`config.mk`:
```
export PLATFORM = sky130hd
export DESIGN_NAME = periodic_task_table_scheduler_core
export DESIGN_NICKNAME = d
export VERILOG_FILES = /design/src/rtl/core/ptts_pkg.sv /design/src/rtl/core/periodic_task_table_scheduler_core.sv
export SDC_FILE = /design/constraint.sdc
export NUM_CORES = 2
export LEC_CHECK = 0
export BUFFER_PORTS_ARGS = -buffer_cell sky130_fd_sc_hd__buf_2
export CAP_MARGIN = 20
export CELL_PAD_IN_SITES_DETAIL_PLACEMENT = 1
export CELL_PAD_IN_SITES_GLOBAL_PLACEMENT = 1
export CORE_ASPECT_RATIO = 0.7
export CORE_MARGIN = 2
export CORE_UTILIZATION = 55
export CTS_BUF_LIST = sky130_fd_sc_hd__clkbuf_2
export CTS_CLUSTER_SIZE = 40
export DETAILED_ROUTE_END_ITERATION = 12
export GPL_TIMING_DRIVEN = 1
export MAX_ROUTING_LAYER = met4
export PLACE_DENSITY = 0.82
export SLEW_MARGIN = 40
export SYNTH_ARGS = -nofsm -noshare
export SYNTH_HDL_FRONTEND = slang
export SYNTH_SLANG_ARGS = --single-unit
```
`constraint.sdc`:
```
create_clock -name clk -period 12.13 [get_ports clk]
set_input_delay 0.6065 -clock clk [delete_from_list [all_inputs] [get_ports clk]]
set_output_delay 0.6065 -clock clk [all_outputs]
set_load 0.01 [all_outputs]
```
`src/rtl/core/ptts_pkg.sv`:
```
// Shared types and constants for the periodic task table scheduler core.
// Holds command codes, the control-word layout and the control store.
// No dependencies.
`default_nettype none

package ptts_pkg;

  // Command codes carried by in_cmd
  localparam logic [1:0] CMD_CLEAR    = 2'd0;
  localparam logic [1:0] CMD_REGISTER = 2'd1;
  localparam logic [1:0] CMD_TICK     = 2'd2;

  // Result field widths
  localparam int unsigned OUT_SLOT_W = 4;
  localparam int unsigned TAG_W      = 16;
  localparam int unsigned TIME_W     = 32;

  // At most this many results are reported for one tick
  localparam int unsigned MAX_REPORTS = 16;
  localparam int unsigned REP_W       = $clog2(MAX_REPORTS + 1);

  // Step counter addresses of the control program
  localparam int unsigned PC_W = 3;
  localparam logic [PC_W-1:0] PC_IDLE     = 3'd0;
  localparam logic [PC_W-1:0] PC_CLEAR    = 3'd1;
  localparam logic [PC_W-1:0] PC_REG      = 3'd2;
  localparam logic [PC_W-1:0] PC_TICK_RD  = 3'd3;
  localparam logic [PC_W-1:0] PC_TICK_EV  = 3'd4;
  localparam logic [PC_W-1:0] PC_TICK_END = 3'd5;

  // How the next step is chosen
  typedef enum logic [1:0] {
    BR_DISPATCH  = 2'd0,  // wait for a command, jump on its code
    BR_GOTO      = 2'd1,  // jump to target unconditionally
    BR_SCAN_DONE = 2'd2,  // repeat until a free slot or the last slot
    BR_WALK_DONE = 2'd3   // repeat until the last slot has been checked
  } br_t;

  typedef struct packed {
    logic            clr_valid;  // drop every valid mark
    logic            reg_scan;   // test one slot for a free entry
    logic            rd_first;   // prime the slot memory read at slot 0
    logic            tick_eval;  // check one slot against now
    logic            flush;      // release the held result as the last one
    br_t             br;
    logic [PC_W-1:0] target;
  } uword_t;

  // Control store: one control word per step
  function automatic uword_t ucode_rom(input logic [PC_W-1:0] pc);
    uword_t w;
    w        = '0;
    w.br     = BR_GOTO;
    w.target = PC_IDLE;
    case (pc)
      PC_IDLE: begin
        w.br = BR_DISPATCH;
      end
      PC_CLEAR: begin
        w.clr_valid = 1'b1;
      end
      PC_REG: begin
        w.reg_scan = 1'b1;
        w.br       = BR_SCAN_DONE;
      end
      PC_TICK_RD: begin
        w.rd_first = 1'b1;
        w.target   = PC_TICK_EV;
      end
      PC_TICK_EV: begin
        w.tick_eval = 1'b1;
        w.br        = BR_WALK_DONE;
        w.target    = PC_TICK_END;
      end
      PC_TICK_END: begin
        w.flush = 1'b1;
      end
      default: begin
        w.target = PC_IDLE;
      end
    endcase
    return w;
  endfunction

endpackage

`default_nettype wire

```
`src/rtl/core/periodic_task_table_scheduler_core.sv`:
```
// Top level of the periodic task table scheduler: control sequencer, slot
// memories and result register. Depends on ptts_pkg.
`default_nettype none

// A command transaction is taken when start is high and busy is low. A clear
// returns nothing. A register scans the valid marks from slot 0, one slot per
// cycle, and returns exactly one result. A tick walks every slot through the
// registered read port of the slot memory, one slot per cycle behind a read
// prime step, whatever is due. Each result appears on the out_ ports for
// exactly one cycle with out_strobe high; the receiver cannot stall the block,
// so results must be taken as they come. A tick reports at most sixteen due
// slots, with out_last on the final one; further due slots are still
// rescheduled. The slot tag, due time and period stores are not cleared at
// reset; only the valid marks are, and a slot's stored values are used only
// once it has been written.
module periodic_task_table_scheduler_core #(
  parameter int unsigned SLOTS = 16
) (
  input  wire                                  clk,
  input  wire                                  rst_n,
  input  wire                                  start,
  output logic                                 busy,
  input  wire  [1:0]                           in_cmd,
  input  wire  [ptts_pkg::TIME_W-1:0]          in_now_ms,
  input  wire  [ptts_pkg::TIME_W-1:0]          in_first_due_ms,
  input  wire  [ptts_pkg::TIME_W-1:0]          in_period_ms,
  input  wire  [ptts_pkg::TAG_W-1:0]           in_task_tag,
  output logic                                 out_strobe,
  output logic [ptts_pkg::OUT_SLOT_W-1:0]      out_slot,
  output logic [ptts_pkg::TAG_W-1:0]           out_fired_tag,
  output logic                                 out_stored,
  output logic                                 out_fired,
  output logic                                 out_last
);

  import ptts_pkg::*;

  localparam int unsigned IDX_W = (SLOTS > 1) ? $clog2(SLOTS) : 1;
  localparam logic [IDX_W-1:0] LAST_IDX = IDX_W'(SLOTS - 1);

  // Sequencer state
  logic [PC_W-1:0]   pc_r, pc_nxt;
  logic [IDX_W-1:0]  idx_r, idx_nxt;
  uword_t            uw;
  logic              accept;
  logic              idx_last;

  // Command operands, held for the whole transaction
  logic [TIME_W-1:0] now_r;
  logic [TIME_W-1:0] first_due_r;
  logic [TIME_W-1:0] period_r;
  logic [TAG_W-1:0]  tag_r;

  // Slot table
  logic [SLOTS-1:0]  valid_r, valid_nxt;
  logic [TAG_W-1:0]  tag_mem    [SLOTS];
  logic [TIME_W-1:0] due_mem    [SLOTS];
  logic [TIME_W-1:0] period_mem [SLOTS];
  logic [IDX_W-1:0]  rd_addr;
  logic [TAG_W-1:0]  rd_tag_r;
  logic [TIME_W-1:0] rd_due_r;
  logic [TIME_W-1:0] rd_period_r;
  logic              mem_we_all;
  logic              mem_we_due;
  logic [TIME_W-1:0] mem_wr_due;

  // Tick result holding: a due slot waits here until the walk shows
  // whether another one follows, which settles its last flag
  logic              pend_v_r, pend_v_nxt;
  logic [IDX_W-1:0]  pend_slot_r, pend_slot_nxt;
  logic [TAG_W-1:0]  pend_tag_r, pend_tag_nxt;
  logic [REP_W-1:0]  rep_cnt_r, rep_cnt_nxt;

  // Result register
  logic                  out_strobe_r, out_strobe_nxt;
  logic [IDX_W-1:0]      out_idx_r, out_idx_nxt;
  logic [TAG_W-1:0]      out_tag_r, out_tag_nxt;
  logic                  out_stored_r, out_stored_nxt;
  logic                  out_fired_r, out_fired_nxt;
  logic                  out_last_r, out_last_nxt;
  logic [IDX_W+3:0]      out_idx_wide;

  logic              slot_free;
  logic              slot_due_now;
  logic [TIME_W-1:0] next_due;

  assign busy     = (pc_r != PC_IDLE);
  assign accept   = start && !busy;
  assign uw       = ucode_rom(pc_r);
  assign idx_last = (idx_r == LAST_IDX);

  assign slot_free    = !valid_r[idx_r];
  assign slot_due_now = valid_r[idx_r] && (rd_due_r <= now_r);
  assign next_due     = now_r + rd_period_r;

  // Read the next slot while the current one is checked
  assign rd_addr = (uw.rd_first || idx_last) ? '0 : idx_r + IDX_W'(1);

  // Step counter and slot index
  always_comb begin
    pc_nxt  = pc_r;
    idx_nxt = idx_r;
    case (uw.br)
      BR_DISPATCH: begin
        if (accept) begin
          idx_nxt = '0;
          case (in_cmd)
            CMD_CLEAR:    pc_nxt = PC_CLEAR;
            CMD_REGISTER: pc_nxt = PC_REG;
            CMD_TICK:     pc_nxt = PC_TICK_RD;
            default:      pc_nxt = PC_IDLE;
          endcase
        end
      end
      BR_GOTO: begin
        pc_nxt = uw.target;
      end
      BR_SCAN_DONE: begin
        if (slot_free || idx_last) begin
          pc_nxt = uw.target;
        end else begin
          idx_nxt = idx_r + IDX_W'(1);
        end
      end
      BR_WALK_DONE: begin
        if (idx_last) begin
          pc_nxt = uw.target;
        end else begin
          idx_nxt = idx_r + IDX_W'(1);
        end
      end
      default: begin
        pc_nxt = PC_IDLE;
      end
    endcase
    if (uw.rd_first) begin
      idx_nxt = '0;
    end
  end

  // Datapath actions selected by the control word
  always_comb begin
    valid_nxt      = valid_r;
    mem_we_all     = 1'b0;
    mem_we_due     = 1'b0;
    mem_wr_due     = first_due_r;
    pend_v_nxt     = pend_v_r;
    pend_slot_nxt  = pend_slot_r;
    pend_tag_nxt   = pend_tag_r;
    rep_cnt_nxt    = rep_cnt_r;
    out_strobe_nxt = 1'b0;
    out_idx_nxt    = out_idx_r;
    out_tag_nxt    = out_tag_r;
    out_stored_nxt = out_stored_r;
    out_fired_nxt  = out_fired_r;
    out_last_nxt   = out_last_r;

    if (accept) begin
      pend_v_nxt  = 1'b0;
      rep_cnt_nxt = '0;
    end

    if (uw.clr_valid) begin
      valid_nxt = '0;
    end

    // Register: take the first free slot, or report a full table
    if (uw.reg_scan) begin
      if (slot_free) begin
        valid_nxt[idx_r] = 1'b1;
        mem_we_all       = 1'b1;
        out_strobe_nxt   = 1'b1;
        out_idx_nxt      = idx_r;
        out_tag_nxt      = '0;
        out_stored_nxt   = 1'b1;
        out_fired_nxt    = 1'b0;
        out_last_nxt     = 1'b1;
      end else if (idx_last) begin
        out_strobe_nxt = 1'b1;
        out_idx_nxt    = '0;
        out_tag_nxt    = '0;
        out_stored_nxt = 1'b0;
        out_fired_nxt  = 1'b0;
        out_last_nxt   = 1'b1;
      end
    end

    // Tick: reschedule a due slot; below the report limit, release the held one and hold this one
    if (uw.tick_eval && slot_due_now) begin
      mem_we_due = 1'b1;
      mem_wr_due = next_due;
      if (rep_cnt_r < REP_W'(MAX_REPORTS)) begin
        if (pend_v_r) begin
          out_strobe_nxt = 1'b1;
          out_idx_nxt    = pend_slot_r;
          out_tag_nxt    = pend_tag_r;
          out_stored_nxt = 1'b0;
          out_fired_nxt  = 1'b1;
          out_last_nxt   = 1'b0;
        end
        pend_v_nxt    = 1'b1;
        pend_slot_nxt = idx_r;
        pend_tag_nxt  = rd_tag_r;
        rep_cnt_nxt   = rep_cnt_r + REP_W'(1);
      end
    end

    if (uw.flush && pend_v_r) begin
      out_strobe_nxt = 1'b1;
      out_idx_nxt    = pend_slot_r;
      out_tag_nxt    = pend_tag_r;
      out_stored_nxt = 1'b0;
      out_fired_nxt  = 1'b1;
      out_last_nxt   = 1'b1;
      pend_v_nxt     = 1'b0;
    end
  end

  // Control registers
  always_ff @(posedge clk) begin
    if (!rst_n) begin
      pc_r         <= PC_IDLE;
      idx_r        <= '0;
      valid_r      <= '0;
      pend_v_r     <= 1'b0;
      rep_cnt_r    <= '0;
      out_strobe_r <= 1'b0;
    end else begin
      pc_r         <= pc_nxt;
      idx_r        <= idx_nxt;
      valid_r      <= valid_nxt;
      pend_v_r     <= pend_v_nxt;
      rep_cnt_r    <= rep_cnt_nxt;
      out_strobe_r <= out_strobe_nxt;
    end
  end

  // Payload registers
  always_ff @(posedge clk) begin
    if (accept) begin
      now_r       <= in_now_ms;
      first_due_r <= in_first_due_ms;
      period_r    <= in_period_ms;
      tag_r       <= in_task_tag;
    end
    pend_slot_r  <= pend_slot_nxt;
    pend_tag_r   <= pend_tag_nxt;
    out_idx_r    <= out_idx_nxt;
    out_tag_r    <= out_tag_nxt;
    out_stored_r <= out_stored_nxt;
    out_fired_r  <= out_fired_nxt;
    out_last_r   <= out_last_nxt;
  end

  // Slot memories: one write port, one registered read port
  always_ff @(posedge clk) begin
    if (mem_we_all) begin
      tag_mem[idx_r]    <= tag_r;
      period_mem[idx_r] <= period_r;
    end
    if (mem_we_all || mem_we_due) begin
      due_mem[idx_r] <= mem_wr_due;
    end
    rd_tag_r    <= tag_mem[rd_addr];
    rd_due_r    <= due_mem[rd_addr];
    rd_period_r <= period_mem[rd_addr];
  end

  // Report the slot index modulo 16
  assign out_idx_wide  = {4'b0000, out_idx_r};
  assign out_slot      = out_idx_wide[OUT_SLOT_W-1:0];
  assign out_strobe    = out_strobe_r;
  assign out_fired_tag = out_tag_r;
  assign out_stored    = out_stored_r;
  assign out_fired     = out_fired_r;
  assign out_last      = out_last_r;

  // A result only follows a cycle of work on a transaction
  a_strobe_after_busy: assert property (@(posedge clk) disable iff (!rst_n)
    out_strobe_r |-> $past(busy))
    else $error("result strobe without a transaction in progress");

  // Work only begins on a start
  a_busy_from_start: assert property (@(posedge clk) disable iff (!rst_n)
    $rose(busy) |-> $past(start))
    else $error("busy rose without start");

  // A held tick result never outlives the walk
  a_pend_in_tick: assert property (@(posedge clk) disable iff (!rst_n)
    pend_v_r |-> (pc_r == PC_TICK_EV || pc_r == PC_TICK_END))
    else $error("held tick result outside a tick walk");

  // A register result is always a lone, final one
  a_stored_final: assert property (@(posedge clk) disable iff (!rst_n)
    (out_strobe_r && out_stored_r) |-> (out_last_r && !out_fired_r))
    else $error("stored result not marked final");

  // Never more reports than the limit
  a_rep_limit: assert property (@(posedge clk) disable iff (!rst_n)
    $rose(out_strobe_r && out_fired_r) |-> (rep_cnt_r <= REP_W'(MAX_REPORTS)))
    else $error("tick report count beyond limit");

endmodule

`default_nettype wire

```
---- Yosys cells after proc, flatten, opt, wreduce, memory -nomap -nowiden ----
Memory sizes are Yosys's and may differ from the RTL's. A register that Yosys moved wholly into a read port is not among the register bits.
Cells that the tools add are included.
storage, ports and cells
  bits in registers ....................... 185
  latch bits .............................. 0
  memory bits (writable) .................. 1280
  ROM bits ................................ 0
  input port bits ......................... 117
  output and inout bits ................... 25
  logic and storage cells ................. 142
  memories ................................ 3
operators by class
  add/sub/neg operators ................... 3
  multipliers ............................. 0
  div/mod/pow operators ................... 0
  $lt $le $gt $ge ......................... 4
  equality and inequality tests ........... 16
  shift operators ......................... 0
  multiplexer cells ....................... 77
  bitwise gates (word level) .............. 2
  reductions and logical operators ........ 20
memories
  memory      words  bits a word  read ports  clocked after Yosys merged registers in  wr ports  RTL line                                  text
  due_mem     16     32           1           1                                        1         periodic_task_table_scheduler_core.sv:57  logic [TIME_W-1:0] due_mem [SLOTS];
  period_mem  16     32           1           1                                        1         periodic_task_table_scheduler_core.sv:58  logic [TIME_W-1:0] period_mem [SLOTS];
  tag_mem     16     16           1           1                                        1         periodic_task_table_scheduler_core.sv:56  logic [TAG_W-1:0] tag_mem [SLOTS];
operators by type and width
  cell                                                                    number
  16-bit 2-to-1 mux                                                       10
  4-bit 2-to-1 mux                                                        11
  1-bit 2-to-1 mux                                                        42
  32-bit adder                                                            1
  32-bit less-or-equal comparator                                         1
  32-bit 2-to-1 mux                                                       1
  16-bit OR                                                               1
  5-bit 2-to-1 mux                                                        3
  2-bit case mux with 3 select lines                                      2
  3-bit case mux with 4 select lines                                      1
  4-bit case mux with 3 select lines                                      1
  2-bit inequality test (second input constant)                           5
  3-bit 2-to-1 mux                                                        3
  2-bit equality test (second input constant)                             3
  3-bit by 2-bit equality test with 1-bit output (second input constant)  2
  3-bit equality test (second input constant)                             2
  3-bit case mux with 2 select lines                                      1
  3-bit nonzero test                                                      2
  5-bit by 1-bit adder with 5-bit output (second input constant)          1
  1-bit logical AND                                                       5
  4-bit by 5-bit < comparator with 1-bit output (second input constant)   1
  5-bit < comparator (second input constant)                              1
  4-bit by 1-bit adder with 4-bit output (second input constant)          1
  1-bit binary-select mux with 4-bit select                               1
  14 further kinds                                                        20

---- Logic depth before layout (Yosys ltp) ----
  depth in word-level cells ............... 8
  mapped depth ............................ 12
  gate-level depth less buffers ........... 11

---- Worst setup path after synthesis ----
OpenSTA, ideal clock, no wires.
  path kind ............................... register to register
  start ................................... reg idx_r[0]
  end ..................................... mem period_mem[0][0], enable pin
  library setup time ...................... 0.515 ns
  arrival time ............................ 5.248 ns
  required time ........................... 11.615 ns
  path slack .............................. 6.367 ns
  cell stages (with the launch flop) ...... 7
  buffers on the path ..................... 1
  period minus slack after synthesis ...... 5.763 ns
  cells stage by stage .................... dfxtp_1 buf_4 mux4_2 mux4_2 nor3_2 nand2_1 nor3_1
on the way
  longest elaborated chain between the ends .. 6
ends and longest elaborated chain
  what                                       RTL line                                   text
  from (decl)                                periodic_task_table_scheduler_core.sv:43   logic [IDX_W-1:0] idx_r, idx_nxt;
  from (signal assigned)                     periodic_task_table_scheduler_core.sv:230  idx_r <= idx_nxt;
  1-bit binary-select mux with 4-bit select  periodic_task_table_scheduler_core.sv:92   assign slot_free = !valid_r[idx_r];
  1-bit 2-to-1 mux (not written as such)     periodic_task_table_scheduler_core.sv:92
  1-bit 2-to-1 mux                           periodic_task_table_scheduler_core.sv:169  if (slot_free) begin
  1-bit 2-to-1 mux                           periodic_task_table_scheduler_core.sv:168  if (uw.reg_scan) begin
  1-bit 2-to-1 mux                           periodic_task_table_scheduler_core.sv:257  if (mem_we_all) begin
  1-bit 2-to-1 mux (not written as such)     periodic_task_table_scheduler_core.sv:259  period_mem[idx_r] <= period_r;
  to (decl)                                  periodic_task_table_scheduler_core.sv:58
Parallel ways exist; a longest one is shown, timed or not. The select of a mux whose other input is x is not followed.

---- Worst setup path after layout ----
  start ................................... reg now_r[4]
  end ..................................... mem due_mem[9][5], enable pin
on the way
  longest elaborated chain between the ends .. 7
ends and longest elaborated chain
  what                                    RTL line                                   text
  from (decl)                             periodic_task_table_scheduler_core.sv:49   logic [TIME_W-1:0] now_r;
  from (signal assigned)                  periodic_task_table_scheduler_core.sv:241  now_r <= in_now_ms;
  32-bit less-or-equal comparator         periodic_task_table_scheduler_core.sv:93   assign slot_due_now = valid_r[idx_r] && (rd_due_r <= now_r);
  1-bit logical AND                       periodic_task_table_scheduler_core.sv:93
  1-bit logical AND                       periodic_task_table_scheduler_core.sv:189  if (uw.tick_eval && slot_due_now) begin
  1-bit 2-to-1 mux                        periodic_task_table_scheduler_core.sv:189
  1-bit logical OR                        periodic_task_table_scheduler_core.sv:261  if (mem_we_all || mem_we_due) begin
  1-bit 2-to-1 mux                        periodic_task_table_scheduler_core.sv:261
  1-bit 2-to-1 mux (not written as such)  periodic_task_table_scheduler_core.sv:262  due_mem[idx_r] <= mem_wr_due;
  to (decl)                               periodic_task_table_scheduler_core.sv:57
Every way passes these cells.

==> qor.txt <==
Status: finished, final reports clean
# resized after CTS: 0
Max_slew headroom: 0.248
Syn avg cell area: 13.7 um2
CP top delay family: simple AND/OR/NAND/NOR gates
Adder-cell share of the synthesized area: 0.0150
Starting Density: 0.557
Worst R2R Setup Slack: 6800 ps
Final setup TNS: 0 ps
Peak Freq: 0.187 GHz
CORE AREA: 0.109 mm2
RSZ-0062 raised after global routing: no
Register area share after synthesis: 0.744
WP data arrival: 6530 ps
FILL cells: 10519
Worst Slack Setup Final: 6800 ps
Synth area leaders: edfxtp_1 (70%), nand2_1 (6.0%), dfxtp_1 (4.4%)
Remaining global-route overflow: 0
Max Cap Violations: 0
Layout Nets: 5173
Largest stage delay, worst path: 740 ps
Worst Hold Class: in -> reg
Post-route clock period utilization: 0.440
Leakage: 25.0 nW
Slew @ Worst Pin: 1130 ps
Synthesized Nets: 4597
CP Class: reg -> reg
Post-synth top area share: 0.700
Crit path buf inv count: 4
Worst-path cell chain: inv_1 > ha_1 > nand4_1 > or4_1 > o21bai_1 > o22ai_2 > buf_6 > a211oi_4 > buf_4 > nor2_1 > nor2_1 > and2_2 > buf_4
Post-synthesis cell type count: 64
Routed Antenna Nets: 0
Max Transition Viols Final: 0
Pwr Density: 145 mW/mm2
H-tree depth: 5
Post-synthesis mux area share: 0.0156
Area added between synthesis and finish: 14.2%
DIE WIDTH: 401 um
Setup crit end kind: flip-flop
Most area-hungry cell type in the Yosys netlist: edfxtp_1
Pre-antenna DRT Iters: 6
Fin crit period: 5330 ps
IO Count: 142
Worst hold slack: 160 ps
Hold Vio Cnt, Final: 0
Largest net degree at the start of global routing: 172
Share of layout cells above drive strength 1: 0.170
Synth Area in Compound Gates: 0.0793
DR vias/cell: 6.53
Final setup skew: 283 ps
Finish-stage setup viols: 0
Register area: 0.0451 mm2
Global-route usage over all layers: 0.373
Die area: 0.113 mm2
Worst skew pair latency: 1830 ps
Number of synthesized flops with an enable pin: 1412
Detailed Route WL: 204 mm
Initial DRC count: 5388
Inserted Clock Buffers: 367
Vias in the first global route: 45923
Slowest cell on crit path: or4_1
Top FF cell, synth: edfxtp_1
Commonest non-fill, non-tap cells in the layout: edfxtp_1 (1412), nand2_1 (969), clkbuf_2 (568), nand3_1 (400), dlygate4sd3_1 (279)
Initial antenna violation count: 5
# DRC: 0
Vias post-DR: 43761
Total power draw: 0.0100 W
First-pass GRT wire length: 300 mm
Buffers added on ports: 141
Max rail drop VDD: 0.0992 mV
Placement Setup Slack: 7020 ps
XOR/XNOR Fraction of Synth Area: 0.00376
Mapped Cells: 4408
Clock-pin slew on the worst setup and hold paths: 140 ps
# rows: 101
Multi-input logic area: 0.0144 mm2
Wirelength per Cell: 30.5 um
Simple-gate share of the synthesized area: 0.120
Largest family of logic cells by synthesized area: simple AND/OR/NAND/NOR gates
CTS Root Cell: clkbuf_2
Die Height: 282 um
Gp weighted congestion: 0.874
Post-synth ARST share: 0
Seq cells post-synth: 1545
Final HPWL DP: 103 mm
CTS Sinks: 1545
Clock Path Buffers: 4
Critical Path Source Type: flip-flop
Leading cell type in the layout, fill and taps excluded: edfxtp_1
CTS tree: done
YS warnings: 0
Critical Path RT: 13320 ps
Syn Std Cell Area: 0.0606 mm2
Critical path fanouts, max: 26
[synthesized netlist by cell type (25+ instances only)]
master and number:
o21ai_0 37, mux2_2 25, inv_1 52, a21oi_1 74
nand2_1 971, o211ai_1 68, mux2i_1 55, o211a_1 72
nand3_1 402, nor2_1 51, dfxtp_1 133, a311oi_1 80
a221oi_1 28, nor3_1 149, a31oi_1 216, edfxtp_1 1412
ha_1 71, clkbuf_1 252
[metrics by stage]
stage | util | std cells | area [um2]
after floorplan | - | 4408 | 60600
after global placement | 0.576 | 5766 | 62700
after detailed placement | 0.578 | 5771 | 62900
after CTS | 0.634 | 6691 | 69000
after global routing | 0.636 | 6705 | 69200
final | 0.636 | 6706 | 69200
[power by group]
part           switching, W  internal, W
clock               0.00225      0.00133
sequential        0.0000969      0.00588
combinational      0.000288     0.000175
total               0.00263      0.00739
[worst reg2reg max path: cells and delay by family (launching register included)]
family	cells	cell delay [ps]
buffers and inverters	4	1340
AND/OR/NAND/NOR	5	1980
flip-flops	1	470
AO/OA/AOI/OAI	3	650
adder cells (fa/ha/maj)	1	320
[sequential cells by signal (all words and copies together), names as in the netlist, 5 cells and up]
signal / flops
rep_cnt_r: 5
tag_r: 16
now_r: 32
pend_tag_r: 16
period_mem: 512
out_fired_tag: 16
rd_due_r: 32
rd_period_r: 32
due_mem: 512
first_due_r: 32
rd_tag_r: 16
valid_r: 16
tag_mem: 256
period_r: 32
[cells by family after synthesis]
group                    Yosys count
buffers and inverters            341
AO/OA/AOI/OAI                    661
adder cells (fa/ha/maj)           72
AND/OR/NAND/NOR                 1678
multiplexers                      85
XOR/XNOR                          26
flip-flops                      1545
[per-layer routing]
metal	vias up	part of all wire	track usage
met1	21995	0.37	0.469
li1	17956	-	-
met4	0	0.044	0.175
met5	-	0	-
met2	3124	0.47	0.582
met3	686	0.11	0.0805
[area by class of cell]
| type | count | area share |
|---|---|---|
| flip-flops and latches | 1545 | 0.652 |
| multi-input cells | 2522 | 0.209 |
| repair buffers | 496 | 0.0634 |
| clock buffers | 568 | 0.0411 |
| well taps | 1442 | 0.0261 |
| clock inverters | 72 | 0.00601 |
| inverters | 52 | 0.00289 |
| diodes | 9 | 0.000326 |
[worst paths after layout]
path | from | to | cells after the start
setup / recovery | now_r[4]$_DFFE_PP_ | due_mem[9][5]$_DFFE_PP_ | 13
hold / removal | in_first_due_ms[23] | first_due_r[23]$_DFFE_PP_ | 3
setup reg to reg | now_r[4]$_DFFE_PP_ | due_mem[9][5]$_DFFE_PP_ | 13
hold reg to reg | rd_tag_r[4]$_DFF_P_ | pend_tag_r[4]$_DFFE_PP_ | 0
[what timing repair did]
action | 4_1_cts | 5_1_grt
buffers inserted | 0 | 0
hold buffers | 280 | 0
hold endpoints to repair | 209 | 0
No activity file was read; power rests on OpenSTA's default activity.
